`src/hw/rtl/rle_pixel_decoder_assert.svh`:
```
// Assertion macros for the run-length pixel decoder.
// Each macro expects clk_i and rst_ni to be visible where it is used.
`ifndef RLE_PIXEL_DECODER_ASSERT_SVH
`define RLE_PIXEL_DECODER_ASSERT_SVH

`ifndef SYNTHESIS
// Plain property, checked on every rising clock edge outside reset.
`define RLEPD_ASSERT(lbl, prop, msg) \
  lbl: assert property (@(posedge clk_i) disable iff (!rst_ni) (prop)) else $error(msg);
// Same-cycle implication.
`define RLEPD_ASSERT_IMP(lbl, ante, cons, msg) \
  lbl: assert property (@(posedge clk_i) disable iff (!rst_ni) (ante) |-> (cons)) \
    else $error(msg);
// Next-cycle implication.
`define RLEPD_ASSERT_NXT(lbl, ante, cons, msg) \
  lbl: assert property (@(posedge clk_i) disable iff (!rst_ni) (ante) |=> (cons)) \
    else $error(msg);
`else
`define RLEPD_ASSERT(lbl, prop, msg)
`define RLEPD_ASSERT_IMP(lbl, ante, cons, msg)
`define RLEPD_ASSERT_NXT(lbl, ante, cons, msg)
`endif

`endif

```
`src/hw/rtl/rlepd_pkg.sv`:
```
package rlepd_pkg;

  // Width of the decoded pixel counter and of the compared pixel total.
  localparam int unsigned PixCountW = 24;
  localparam int unsigned TotalW    = 24;
  localparam int unsigned PixW      = 32;
  localparam int unsigned CountW    = 7;
  localparam int unsigned PbW       = 3;

  // Register map (index = paddr[2]).
  localparam int unsigned ApbAddrW  = 3;
  localparam logic        RegPixelBytes  = 1'b0;
  localparam logic        RegTotalPixels = 1'b1;

  // Reset values of the configuration registers.
  localparam logic [PbW-1:0]    PixelBytesRst  = 3'd3;
  localparam logic [TotalW-1:0] TotalPixelsRst = 24'd16384;

  // Pixel sizes and header decoding.
  localparam logic [PbW-1:0] RgbBytes   = 3'd3;
  localparam logic [PbW-1:0] RgbaBytes  = 3'd4;
  localparam int unsigned    HdrRunBit  = 7;

  typedef enum logic [1:0] {
    PH_HEADER  = 2'd0,
    PH_REPEAT  = 2'd1,
    PH_LITERAL = 2'd2
  } rlepd_phase_e;

  typedef struct packed {
    logic [PbW-1:0]    pixel_bytes;
    logic [TotalW-1:0] total_pixels;
  } rlepd_cfg_t;

  typedef struct packed {
    logic              valid;
    logic [PixW-1:0]   pixel_value;
    logic [CountW-1:0] repeat_count;
    logic              end_of_image;
    logic              overrun;
  } rlepd_res_t;

endpackage

```
`src/hw/rtl/rle_pixel_decoder.sv`:
```
// Channel   Handshake                Payload
// input     in_valid_i / in_ready_o  stream_byte_i
// output    out_valid_o / out_ready_i pixel_value_o, repeat_count_o, end_of_image_o, overrun_o
// config    psel/penable/pwrite      paddr, pwdata, prdata (pready tied high)
//
// One byte per cycle is taken unless a held result stalls the input; a byte flows input
// register -> decode -> result register, which presents a pixel result once its last byte is decoded.
// Reset clears the decode state; decoding restarts at a header byte.
// When the result register is held, the input register holds too and input ready
// stays high only while the input register is empty.
`include "rle_pixel_decoder_assert.svh"

module rle_pixel_decoder import rlepd_pkg::*; (
  input  logic                clk_i,
  input  logic                rst_ni,
  input  logic                in_valid_i,
  output logic                in_ready_o,
  input  logic [7:0]          stream_byte_i,
  output logic                out_valid_o,
  input  logic                out_ready_i,
  output logic [PixW-1:0]     pixel_value_o,
  output logic [CountW-1:0]   repeat_count_o,
  output logic                end_of_image_o,
  output logic                overrun_o,
  input  logic                psel,
  input  logic                penable,
  input  logic                pwrite,
  input  logic [ApbAddrW-1:0] paddr,
  input  logic [31:0]         pwdata,
  output logic [31:0]         prdata,
  output logic                pready
);

  rlepd_cfg_t cfg;
  rlepd_res_t res;
  logic       finished;

  logic       in_valid_q;
  logic [7:0] in_byte_q;
  logic       out_valid_q;
  rlepd_res_t out_q;
  logic       step;

  rlepd_regs u_regs (
    .clk_i   (clk_i),
    .rst_ni  (rst_ni),
    .psel    (psel),
    .penable (penable),
    .pwrite  (pwrite),
    .paddr   (paddr),
    .pwdata  (pwdata),
    .prdata  (prdata),
    .pready  (pready),
    .cfg_o   (cfg)
  );

  // A held byte is decoded when the result register is free or being drained.
  assign step       = in_valid_q && (!out_valid_q || out_ready_i);
  assign in_ready_o = !in_valid_q || step;

  rlepd_core u_core (
    .clk_i      (clk_i),
    .rst_ni     (rst_ni),
    .step_i     (step),
    .byte_i     (in_byte_q),
    .cfg_i      (cfg),
    .res_o      (res),
    .finished_o (finished)
  );

  // Input register.
  always_ff @(posedge clk_i or negedge rst_ni) begin
    if (!rst_ni) begin
      in_valid_q <= 1'b0;
    end else if (in_ready_o) begin
      in_valid_q <= in_valid_i;
    end
  end

  always_ff @(posedge clk_i) begin
    if (in_valid_i && in_ready_o) begin
      in_byte_q <= stream_byte_i;
    end
  end

  // Result register.
  always_ff @(posedge clk_i or negedge rst_ni) begin
    if (!rst_ni) begin
      out_valid_q <= 1'b0;
    end else if (step && res.valid) begin
      out_valid_q <= 1'b1;
    end else if (out_ready_i) begin
      out_valid_q <= 1'b0;
    end
  end

  always_ff @(posedge clk_i) begin
    if (step && res.valid) begin
      out_q <= res;
    end
  end

  assign out_valid_o    = out_valid_q;
  assign pixel_value_o  = out_q.pixel_value;
  assign repeat_count_o = out_q.repeat_count;
  assign end_of_image_o = out_q.end_of_image;
  assign overrun_o      = out_q.overrun;

  // A pixel is never written zero times.
  `RLEPD_ASSERT_IMP(a_count_nonzero, out_valid_q, out_q.repeat_count != '0, "zero repeat count")
  // The final pixel of an image leaves the decoder finished.
  `RLEPD_ASSERT_IMP(a_eoi_finished, out_valid_q && out_q.end_of_image, finished, "eoi not finished")
  // A byte waiting behind a stalled result is kept.
  `RLEPD_ASSERT_NXT(a_in_hold, in_valid_q && out_valid_q && !out_ready_i, in_valid_q, "byte lost")

endmodule

```
`src/hw/rtl/rlepd_regs.sv`:
```
module rlepd_regs import rlepd_pkg::*; (
  input  logic                clk_i,
  input  logic                rst_ni,
  input  logic                psel,
  input  logic                penable,
  input  logic                pwrite,
  input  logic [ApbAddrW-1:0] paddr,
  input  logic [31:0]         pwdata,
  output logic [31:0]         prdata,
  output logic                pready,
  output rlepd_cfg_t          cfg_o
);

  logic [PbW-1:0]    pixel_bytes_q;
  logic [TotalW-1:0] total_pixels_q;
  logic              wr_en;

  assign pready = 1'b1;
  assign wr_en  = psel && penable && pwrite;

  // Register writes complete in the access phase.
  always_ff @(posedge clk_i or negedge rst_ni) begin
    if (!rst_ni) begin
      pixel_bytes_q  <= PixelBytesRst;
      total_pixels_q <= TotalPixelsRst;
    end else if (wr_en) begin
      unique case (paddr[2])
        RegPixelBytes:  pixel_bytes_q  <= pwdata[PbW-1:0];
        RegTotalPixels: total_pixels_q <= pwdata[TotalW-1:0];
        default: ;
      endcase
    end
  end

  // Read data mux.
  always_comb begin
    unique case (paddr[2])
      RegPixelBytes:  prdata = 32'(pixel_bytes_q);
      RegTotalPixels: prdata = 32'(total_pixels_q);
      default:        prdata = '0;
    endcase
  end

  assign cfg_o.pixel_bytes  = pixel_bytes_q;
  assign cfg_o.total_pixels = total_pixels_q;

endmodule

```
`src/hw/rtl/rlepd_core.sv`:
```
module rlepd_core import rlepd_pkg::*; (
  input  logic       clk_i,
  input  logic       rst_ni,
  input  logic       step_i,
  input  logic [7:0] byte_i,
  input  rlepd_cfg_t cfg_i,
  output rlepd_res_t res_o,
  output logic       finished_o
);

  rlepd_phase_e         phase_q, phase_d;
  logic [CountW-1:0]    run_left_q, run_left_d;
  logic [1:0]           bip_q, bip_d;
  logic [PixW-1:0]      gather_q, gather_d;
  logic [PixCountW-1:0] done_q, done_d;
  logic                 finished_q, finished_d;

  logic [PixCountW-1:0] total_c;
  logic [PixCountW-1:0] remaining;
  logic [PixCountW-1:0] done_new;
  logic [PixW-1:0]      gather_new;
  logic [PbW-1:0]       pb;
  logic [PbW-1:0]       got;
  logic [CountW-1:0]    hdr_len;
  logic [CountW-1:0]    count;
  logic                 halted;
  logic                 gathering;
  logic                 is_repeat;
  logic                 pix_last;
  logic                 over;
  logic                 eoi;
  logic                 live;

  // Shared decode of the current byte against the state.
  always_comb begin
    total_c    = PixCountW'(cfg_i.total_pixels);
    halted     = finished_q || (done_q >= total_c);
    live       = step_i && !halted;
    gathering  = (phase_q == PH_REPEAT) || (phase_q == PH_LITERAL);
    is_repeat  = (phase_q == PH_REPEAT);
    hdr_len    = byte_i[CountW-1:0];
    pb         = (cfg_i.pixel_bytes > RgbBytes) ? RgbaBytes : RgbBytes;
    got        = {1'b0, bip_q} + PbW'(1);
    pix_last   = (got >= pb);
    gather_new = ((bip_q == 2'd0) ? '0 : gather_q) | (PixW'(byte_i) << {bip_q, 3'b000});
    remaining  = total_c - done_q;
    over       = PixCountW'(run_left_q) > remaining;
    if (is_repeat) begin
      count = over ? remaining[CountW-1:0] : run_left_q;
    end else begin
      count = CountW'(1);
    end
    done_new = done_q + PixCountW'(count);
    eoi      = (done_new >= total_c);
  end

  // Phase transitions.
  always_comb begin
    phase_d = phase_q;
    if (live) begin
      unique case (phase_q)
        PH_REPEAT: begin
          if (pix_last) phase_d = PH_HEADER;
        end
        PH_LITERAL: begin
          if (pix_last && (run_left_q == CountW'(1))) phase_d = PH_HEADER;
        end
        default: begin
          if (hdr_len == '0) begin
            phase_d = PH_HEADER;
          end else if (byte_i[HdrRunBit]) begin
            phase_d = PH_REPEAT;
          end else begin
            phase_d = PH_LITERAL;
          end
        end
      endcase
    end
  end

  // Datapath state and result.
  always_comb begin
    run_left_d = run_left_q;
    bip_d      = bip_q;
    gather_d   = gather_q;
    done_d     = done_q;
    finished_d = finished_q;
    res_o.valid        = 1'b0;
    res_o.pixel_value  = (pb == RgbaBytes) ? gather_new : {8'h00, gather_new[23:0]};
    res_o.repeat_count = count;
    res_o.end_of_image = eoi;
    res_o.overrun      = over;
    if (live) begin
      if (!gathering) begin
        if (hdr_len != '0) begin
          run_left_d = hdr_len;
          bip_d      = 2'd0;
          gather_d   = '0;
        end
      end else if (!pix_last) begin
        bip_d    = got[1:0];
        gather_d = gather_new;
      end else begin
        bip_d       = 2'd0;
        gather_d    = '0;
        run_left_d  = is_repeat ? '0 : (run_left_q - CountW'(1));
        done_d      = done_new;
        finished_d  = eoi;
        res_o.valid = 1'b1;
      end
    end
  end

  always_ff @(posedge clk_i or negedge rst_ni) begin
    if (!rst_ni) begin
      phase_q    <= PH_HEADER;
      run_left_q <= '0;
      bip_q      <= '0;
      gather_q   <= '0;
      done_q     <= '0;
      finished_q <= 1'b0;
    end else begin
      phase_q    <= phase_d;
      run_left_q <= run_left_d;
      bip_q      <= bip_d;
      gather_q   <= gather_d;
      done_q     <= done_d;
      finished_q <= finished_d;
    end
  end

  assign finished_o = finished_q;

endmodule
```
`config.mk`:
```
export PLATFORM = sky130hd
export DESIGN_NAME = rle_pixel_decoder
export DESIGN_NICKNAME = d
export VERILOG_FILES = /design/src/hw/rtl/rlepd_pkg.sv /design/src/hw/rtl/rle_pixel_decoder.sv /design/src/hw/rtl/rlepd_regs.sv /design/src/hw/rtl/rlepd_core.sv
export VERILOG_INCLUDE_DIRS = /design/src /design/src/hw/rtl
export SDC_FILE = /design/constraint.sdc
export NUM_CORES = 1
export LEC_CHECK = 0
export BUFFER_PORTS_ARGS = -buffer_cell sky130_fd_sc_hd__buf_2
export CORE_MARGIN = 2
export CORE_UTILIZATION = 50
export DETAILED_ROUTE_END_ITERATION = 12
export PLACE_DENSITY_LB_ADDON = 0.25
export SYNTH_ARGS = -nofsm -noshare
export SYNTH_HDL_FRONTEND = slang
export SYNTH_HIERARCHICAL = 1
export SYNTH_SLANG_ARGS = --single-unit
```
`constraint.sdc`:
```
create_clock -name clk_i -period 6.6 [get_ports clk_i]
set_clock_uncertainty 0.05 [all_clocks]
set_input_delay 0.33 -clock clk_i [delete_from_list [all_inputs] [get_ports clk_i]]
set_output_delay 0.33 -clock clk_i [all_outputs]
set_load 0.05 [all_outputs]
```
==> out/metrics.cfg <==
[worst_setup_path]
r2r-end=u_core/finished_o
cp.required_ns=6.89
reg2reg_from=u_regs/total_pixels_q[0]
worstPathArrival_ns=7.14
reg2reg_depth=34
r2r_slack_ns=-0.25
cp-startpoint=u_regs/total_pixels_q[0]
crit_end=u_core/finished_o
cp_max_fo=5
crit_type=reg -> reg
path_common_cell=a21o_1
startpoint_type=register
slowest_stage=a221o_1
endpoint_kind=register
max_stage_delay_ns=0.39

[yosys]
syn_area_um2=9600
seq_area_frac_synth_pct=40.7
yosys.cell_count.top_type=nand2_1
synth_top_cell_by_area=dfrtp_1
ys_top_cells_by_area=dfrtp_1, edfxtp_1, ha_1
synth_commonest_cells=nand2_1, inv_1, dfrtp_1, ha_1, nor2_1
synth_top_area_share_pct=24.5
ys_warn_count=6
syn_avg_cell_area_um2=9.44
synth_cell_type_count=78
async_flop_share_pct=66.4
synth_edf_count=49
synth_ff_type=dfrtp_1
synthCells=1017
ys_seq_elements=146

[cells_and_area]
final_cell_area_um2=11700
syn_to_final_growth_pct=22.3
layout-drive-gt1-share_pct=28.3
ff_latch_area_um2=3900
fill_cells=1534
nNetsFinal=1320
diodes=0
multi_input_area_um2=5290
final_util_pct=62.5

[sta]
final.setup.worst_slack_ns=-0.253
hold_viol=0
setup_viol=2
max_freq_mhz=146
worstMarginPinSlew_ns=1.11
final.setup.tns_ns=-0.476
slew_headroom_pct=25.8
period_share_pct=104
min_period_ns=6.85
grt_setup_unrepaired=yes
finalMaxSlewViolations=0

[detailed_routing]
viasPerCell=5.62
wl_per_cell_um=17.6
drc_errors=0
drt-total-wl_um=25500
drtPass1Iterations=5
vias=8116
first_iter_violations=575
ant_nets=0

[power]
share_comb_of_total_power_pct=25.8
powerDensity_nw_per_um2=234
power_frac_seq_pct=37.5
ir_drop_v=0.000195
intPower_mw=1.80
switching_share_pct=34.7
p_sw_mw=0.953
power_frac_clock_pct=36.7
cellLeakagePower_nw=5.48

[clock_network]
htreeDepth=4
cts_made_buffers=17
clkLatencyLatePin_ns=0.44
cts_tree=built
clockBufferDepth=2
path_clk_slew_ns=0.08
cts_sinks=146
cts-root-buf=clkbuf_16

[global_route]
grt_max_degree=67
grt_pass1_wl_um=40500
grt_pass1_vias=7747
grt_remaining_overflow=0
antenna_found_initial=0
grt_util_all_layers_pct=25.7

[floorplan]
num_rows=50
die_area_um2=20300
initial_utilization_pct=51.1
core_um2=18800
io_pins=126
die_h_um=143
die_w_um=143

[place]
gp_congestion=0.924
placed_area_um2=10900
io_buffers=106
hpwlAfterDp_um=18300

[run]
drv_cap=0

[outcome]
status=finished, violations left
violations=negative setup slack

[min_path]
min_from=stream_byte_i[7]
min_path_type=in -> reg

final cells by class:
| class | count | share of cell area (%) |
|---|---|---|
| Clock buffer | 17 | 3.62 |
| Timing Repair Buffer | 201 | 10.7 |
| Inverter | 97 | 3.10 |
| Sequential cell | 146 | 33.2 |
| Multi-Input combinational cell | 734 | 45.1 |
| Tap cell | 234 | 2.49 |
| Clock inverter | 15 | 1.74 |
metrics by stage:
step | setup slack (ns) | power, mW | cells | hold slack (ns)
2_1_floorplan | -0.223 | 1.49 | 1024 | -0.0156
3_3_place_gp | -0.320 | 1.72 | 1399 | 0.271
3_5_place_dp | -0.445 | 1.72 | 1399 | 0.279
4_1_cts | -0.251 | 2.74 | 1437 | 0.00151
5_1_grt | -0.566 | 2.87 | 1444 | 0.000143
6_report | -0.253 | 2.75 | 1444 | 0.0110
cells by family after synthesis:
| group | Yosys count | synth area share (%) |
|---|---|---|
| other | 2 | 0.0783 |
| buffers and inverters | 144 | 6.35 |
| DFF | 146 | 40.7 |
| muxes | 39 | 5.33 |
| adders and majority gates | 73 | 9.67 |
| xor gates and xnor gates | 52 | 4.75 |
| AOI/OAI and AO/OA | 205 | 13.9 |
| and+or+nand+nor | 356 | 19.3 |
critical path, delay by kind of cell, from the launching register on:
family,cells,cell delay (ns)
AO/OA/AOI/OAI,13,2.57
XOR/XNOR,2,0.41
adder cells (fa/ha/maj),6,1.58
buffers and inverters,4,0.43
flip-flops,1,0.38
multiplexers,1,0.32
AND/OR/NAND/NOR,8,0.99
what timing repair did:
| action | in CTS | in global routing |
|---|---|---|
| buffers inserted | 5 | 7 |
| gates resized for setup | 18 | 13 |
| hold buffers | 1 | 0 |
| endpoints found under the hold margin | 31 | 0 |
| pin swaps | 20 | 23 |
| endpoints found under the setup margin | 2 | 2 |
| gates cloned | 0 | 0 |
registers in the layout, summed over array words and instances, names as in the netlist, 3 cells and up:
signal / flops
pixel_value_o: 32
u_core/gather_q: 32
u_core/done_q: 24
u_regs/total_pixels_q: 24
in_byte_q: 8
repeat_count_o: 7
u_core/run_left_q: 7
u_regs/pixel_bytes_q: 3
layer usage:
layer,wire [um],global-route usage (%)
met1,12200,37.6
met2,11700,39.6
met3,1170,4.14
met4,411,7.40
met5,0,0
power by group through the flow:
stage,clock network (mW),logic (mW),registers [mW]
finish,1.01,0.710,1.03
global route,1.06,0.775,1.04
CTS,1.02,0.692,1.03
detailed placement,0,0.675,1.05
global placement,0,0.671,1.05
floorplan,0,0.464,1.03
placed cells by master, fill, tap and decap left out, types with 8 or more instances in the layout:
cell       instances
clkbuf_16         17
xnor2_1           41
mux2_4            21
and2_1            28
clkinv_8           8
a211oi_1           8
nand2_1          125
inv_1             95
conb_1             9
edfxtp_1          49
dfrtp_1           94
ha_1              67
nand4_1           19
a21o_1            24
nand2b_1           9
o21ai_0           56
xor2_1             8
mux2_2            16
buf_4             93
nand3_1            9
a22o_1             9
buf_2            105
nor3_1            24
nor2b_1           13
a21oi_1           41
or3b_2            24
nor2_1            62
how the worst min path moves through the flow:
stage / endpoint / slack [ns] / cells after the start
finish: in_byte_q[7] / 0.01 / 1
global route: in_byte_q[3] / 0.0001 / 1
CTS: in_byte_q[7] / 0.002 / 1
detailed placement: u_core/gather_q[27] / 0.28 / 1
global placement: u_core/gather_q[27] / 0.27 / 1
floorplan: in_valid_q / -0.02 / 0
(Power assumes the default switching activity.)
